$ cat config.mk
export PLATFORM = sky130hd
export DESIGN_NAME = ss_cell
export DESIGN_NICKNAME = d
export VERILOG_FILES = /design/src/ss_pkg.sv /design/src/ss_cell.sv
export SDC_FILE = /design/constraint.sdc
export NUM_CORES = 1
export LEC_CHECK = 0
export BUFFER_PORTS_ARGS = -buffer_cell sky130_fd_sc_hd__buf_2
export CORE_MARGIN = 4
export CORE_UTILIZATION = 42
export CTS_BUF_LIST = sky130_fd_sc_hd__clkbuf_4 sky130_fd_sc_hd__clkbuf_8
export DETAILED_ROUTE_END_ITERATION = 6
export GPL_ROUTABILITY_DRIVEN = 0
export PLACE_DENSITY = 0.79
export SLEW_MARGIN = 20
export SYNTH_ARGS = -nofsm -noshare
export SYNTH_HDL_FRONTEND = slang
export SYNTH_SLANG_ARGS = --single-unit
$ cat constraint.sdc
create_clock -name clock -period 3.99 [get_ports clock]
set_clock_uncertainty 0.2 [all_clocks]
set_input_delay 1.197 -clock clock [delete_from_list [all_inputs] [get_ports clock]]
set_output_delay 1.197 -clock clock [all_outputs]
set_load 0.01 [all_outputs]
$ cat src/ss_pkg.sv
`timescale 1ns / 1ps
`default_nettype none
// ----------------------------------------------------------------------------
// ss_pkg: shared types for the stack sorter
// Item structs, controller state and the link between neighbouring cells.
// ----------------------------------------------------------------------------
package ss_pkg;

   localparam int unsigned ValueWidth = 32;

   typedef struct packed {
      logic signed [ValueWidth-1:0] value;
      logic                         last;
   } req_item_type;

   typedef struct packed {
      logic signed [ValueWidth-1:0] sorted_value;
      logic                         end_of_run;
      logic                         overflow;
   } rsp_item_type;

   // what one cell shows its neighbours
   typedef struct packed {
      logic                         valid;
      logic                         gt;
      logic signed [ValueWidth-1:0] value;
   } ss_link_type;

   // broadcast to every cell
   typedef struct packed {
      logic                         insert;
      logic                         pop;
      logic signed [ValueWidth-1:0] value;
   } ss_ctrl_type;

   typedef enum logic {
      ST_LOAD,
      ST_DRAIN
   } ss_state_type;

endpackage
`default_nettype wire

$ cat src/ss_cell.sv
`timescale 1ns / 1ps
`default_nettype none
// ----------------------------------------------------------------------------
// ss_cell: one compare-and-shift cell
// Holds one value. On insert it keeps, takes the broadcast value or takes its
// lower neighbour's value; on pop it takes its upper neighbour's value.
// ----------------------------------------------------------------------------
module ss_cell (
   input  wire                      clock,
   input  wire                      reset,
   input  wire ss_pkg::ss_ctrl_type ctrl,
   input  wire ss_pkg::ss_link_type prev_link,
   input  wire ss_pkg::ss_link_type next_link,
   output ss_pkg::ss_link_type      own_link
);

   logic                                 valid_ff, valid_in;
   logic signed [ss_pkg::ValueWidth-1:0] value_ff, value_in;
   logic                                 gt;

   assign gt = valid_ff && (value_ff > ctrl.value);

   always_comb begin
      valid_in = valid_ff;
      value_in = value_ff;
      if (ctrl.pop) begin
         valid_in = next_link.valid;
         value_in = next_link.value;
      end else if (ctrl.insert) begin
         valid_in = valid_ff | prev_link.valid;
         if (prev_link.gt) begin
            value_in = prev_link.value;
         end else if (!valid_ff || gt) begin
            value_in = ctrl.value;
         end
      end
   end

   always_ff @(posedge clock) begin
      if (reset) begin
         valid_ff <= 1'b0;
      end else begin
         valid_ff <= valid_in;
      end
      value_ff <= value_in;
   end

   assign own_link = '{valid: valid_ff, gt: gt, value: value_ff};

endmodule
`default_nettype wire
==> results.json <==
{
  "instances_no_fill": 493,
  "layout_commonest_cell": "buf_2",
  "timing.hold.ws_ns": 0.570,
  "wl_per_cell_um": 14.4,
  "power_density_mw_per_mm2": 313,
  "switching_share_pct": 31.6,
  "grt-ovfl-total": 0,
  "fmax_mhz": 229,
  "path_class": "input pin to output pin",
  "coreArea_sq_mm": 0.00589,
  "dp_slack_ns": -0.408,
  "cp.required_ns": 2.59,
  "die_height_um": 85.8,
  "period_needed_ns": 4.37,
  "clock_latency_ns": 0.28,
  "rsz0062_at_grt": "yes",
  "multi_input_area_sq_mm": 0.00160,
  "drtIter0Drc": 76,
  "avgSynthCellArea_sq_um": 9.41,
  "io_pins": 138,
  "ys_types": 30,
  "slew_headroom_pct": 63.6,
  "hold_viol_final": 0,
  "yosysSeqAreaShare_pct": 38.6,
  "use_met3_pct": 3.07,
  "placed_cell_area_sq_mm": 0.00349,
  "fin_util_pct": 63.4,
  "syn_to_final_growth_pct": 46.8,
  "htreeDepth": 2,
  "path_cells": "buf_8 > inv_4 > ha_4 > nand4_1 > buf_4 > nor2_2 > a221o_1 > o31a_1 > o41ai_2 > buf_2",
  "grt_use_met1_pct": 21.7,
  "async_flop_share_pct": 0,
  "die_area_sq_mm": 0.00736,
  "clock_sinks": 33,
  "min_period_over_period_pct": 110,
  "setup_violations": 1,
  "hold_path_class": "flip-flop to flip-flop",
  "synth-seq-cells": 33,
  "place_inst": 483,
  "cp-end-kind": "output pin",
  "regArea_sq_um": 981,
  "crit_family": "compound AO/OA/AOI/OAI gates",
  "hpwl_um": 5790,
  "max_stage_delay_ns": 0.35,
  "cp_slowest_cell": "o31a_1",
  "status": "finished, violations left",
  "globalRouteMet2Util_pct": 34.1,
  "final_cell_mix": "buf_2 (133), nand2_1 (40), mux2i_1 (32), o21ai_0 (32), edfxtp_1 (32)",
  "p_seq_share_pct": 41.1,
  "switching_power_uw": 370,
  "syn_area_sq_mm": 0.00254,
  "synth_ff_type": "edfxtp_1",
  "grt_max_degree": 67,
  "power_leakage_nw": 1.86,
  "synth_edf_count": 32,
  "clock-root-buffer": "clkbuf_8",
  "ys_warn_count": 0,
  "cts_tree": "yes",
  "port_buffers": 136,
  "synth_cells": 270,
  "p_comb_share_pct": 35.3,
  "start_util_pct": 43.2,
  "vias_per_cell": 5.03,
  "crit_buf_inv": 4,
  "worst-path-max-fanout": 3,
  "grt.total_usage_pct": 18.8,
  "drc": 0,
  "wl_um": 7120,
  "p_clk_share_pct": 23.7,
  "layout_setup_ws_ns": -0.380,
  "critPathArrivalTime_ns": 2.97,
  "tns_ns": -0.380,
  "globalRoute.busiestLayer": "met2",
  "violations": "negative setup slack",
  "peakVddDrop_uv": 223,
  "antenna_found_initial": 0,
  "drt_pass1_iterations": 4,
  "grt_pass1_vias": 2597,
  "finalPower_mw": 1.17,
  "slew_viol_final": 0,
  "fp.dieW_um": 85.8,
  "cap_violations": 0,
  "start_kind": "input pin",
  "nFillCells": 507,
  "cts_hold_repair.buffers": 0,
  "p_int_uw": 799,
  "synth_nets": 406,
  "rows": 28,
  "drtAntennaViolNets": 0,
  "antenna_cells": 0,
  "cts_buffers": 5,
  "clk_path_buf_depth": 2,
  "grt_pass1_wl_um": 11100,
  "via_count": 2481,
  "path_clk_slew_ns": 0.07,
  "drive_gt1_share_pct": 47.1,
  "fin_nets": 553,
  "design_area_sq_mm": 0.00373,
  "worstMarginPinSlew_ns": 0.546
}
[timing repair]
item                       in CTS  in global routing
setup endpoints to repair       1                  1
buffers inserted                0                  2
pin swaps                       1                 14
resized for setup               3                 18
[final timing paths]
check | cells after the start | endpoint | slack [ns] | startpoint
min | 4 | valid_ff | 0.57 | valid_ff
min reg2reg | 4 | valid_ff | 0.57 | valid_ff
max reg2reg | 9 | value_ff[31] | 1.20 | value_ff[26]
max | 10 | own_link[32] | -0.38 | ctrl[14]
[worst register-to-register path, delay by kind of cell, from the launching register on]
family / cells / cell delay [ns]
compound gates: 1 / 0.20
fa+ha+maj: 1 / 0.30
buf+inv: 2 / 0.43
flops: 1 / 0.45
simple gates: 5 / 0.93
[sequential cells by signal, summed over array words and instances, names as in the netlist]
signal    cells
valid_ff      1
value_ff     32
[layer usage]
| metal | wire, um | up-vias |
|---|---|---|
| li1 | - | 1265 |
| met1 | 2830 | 1126 |
| met2 | 3740 | 82 |
| met3 | 444 | 8 |
| met4 | 102 | 0 |
| met5 | 0 | - |
[cells by family after synthesis]
logic type	share of synthesized area, %
flops	38.6
fa+ha+maj	15.8
compound gates	14.0
mux	12.6
buf+inv	7.24
simple gates	11.7
[cell usage after synthesis, types with 2 or more instances]
| cell | instances | share of area [%] |
|---|---|---|
| o211ai_1 | 2 | 0.59 |
| nand2_1 | 40 | 5.9 |
| a21oi_1 | 17 | 3.3 |
| nand3_1 | 4 | 0.79 |
| edfxtp_1 | 32 | 38 |
| ha_1 | 32 | 16 |
| clkbuf_1 | 8 | 1.2 |
| buf_2 | 3 | 0.59 |
| buf_4 | 2 | 0.59 |
| inv_1 | 33 | 4.9 |
| nor2_1 | 7 | 1.0 |
| mux2i_1 | 32 | 13 |
| o21ai_0 | 35 | 6.9 |
| nand4_1 | 7 | 1.7 |
[layout make-up]
class	count	share of cell area (%)
Inverter	33	3.39
Multi-Input combinational cell	191	42.9
Tap cell	75	2.52
Sequential cell	33	26.3
Clock buffer	8	2.62
Timing Repair Buffer	153	22.3
[power groups by stage]
| stage | Clock [mW] | Sequential (mW) | Combinational (mW) |
|---|---|---|---|
| floorplan | 0 | 0.505 | 0.188 |
| global placement | 0 | 0.481 | 0.367 |
| detailed placement | 0 | 0.486 | 0.385 |
| CTS | 0.284 | 0.478 | 0.389 |
| global route | 0.303 | 0.485 | 0.462 |
| finish | 0.276 | 0.480 | 0.412 |
No activity file was read; power rests on OpenSTA's default activity.
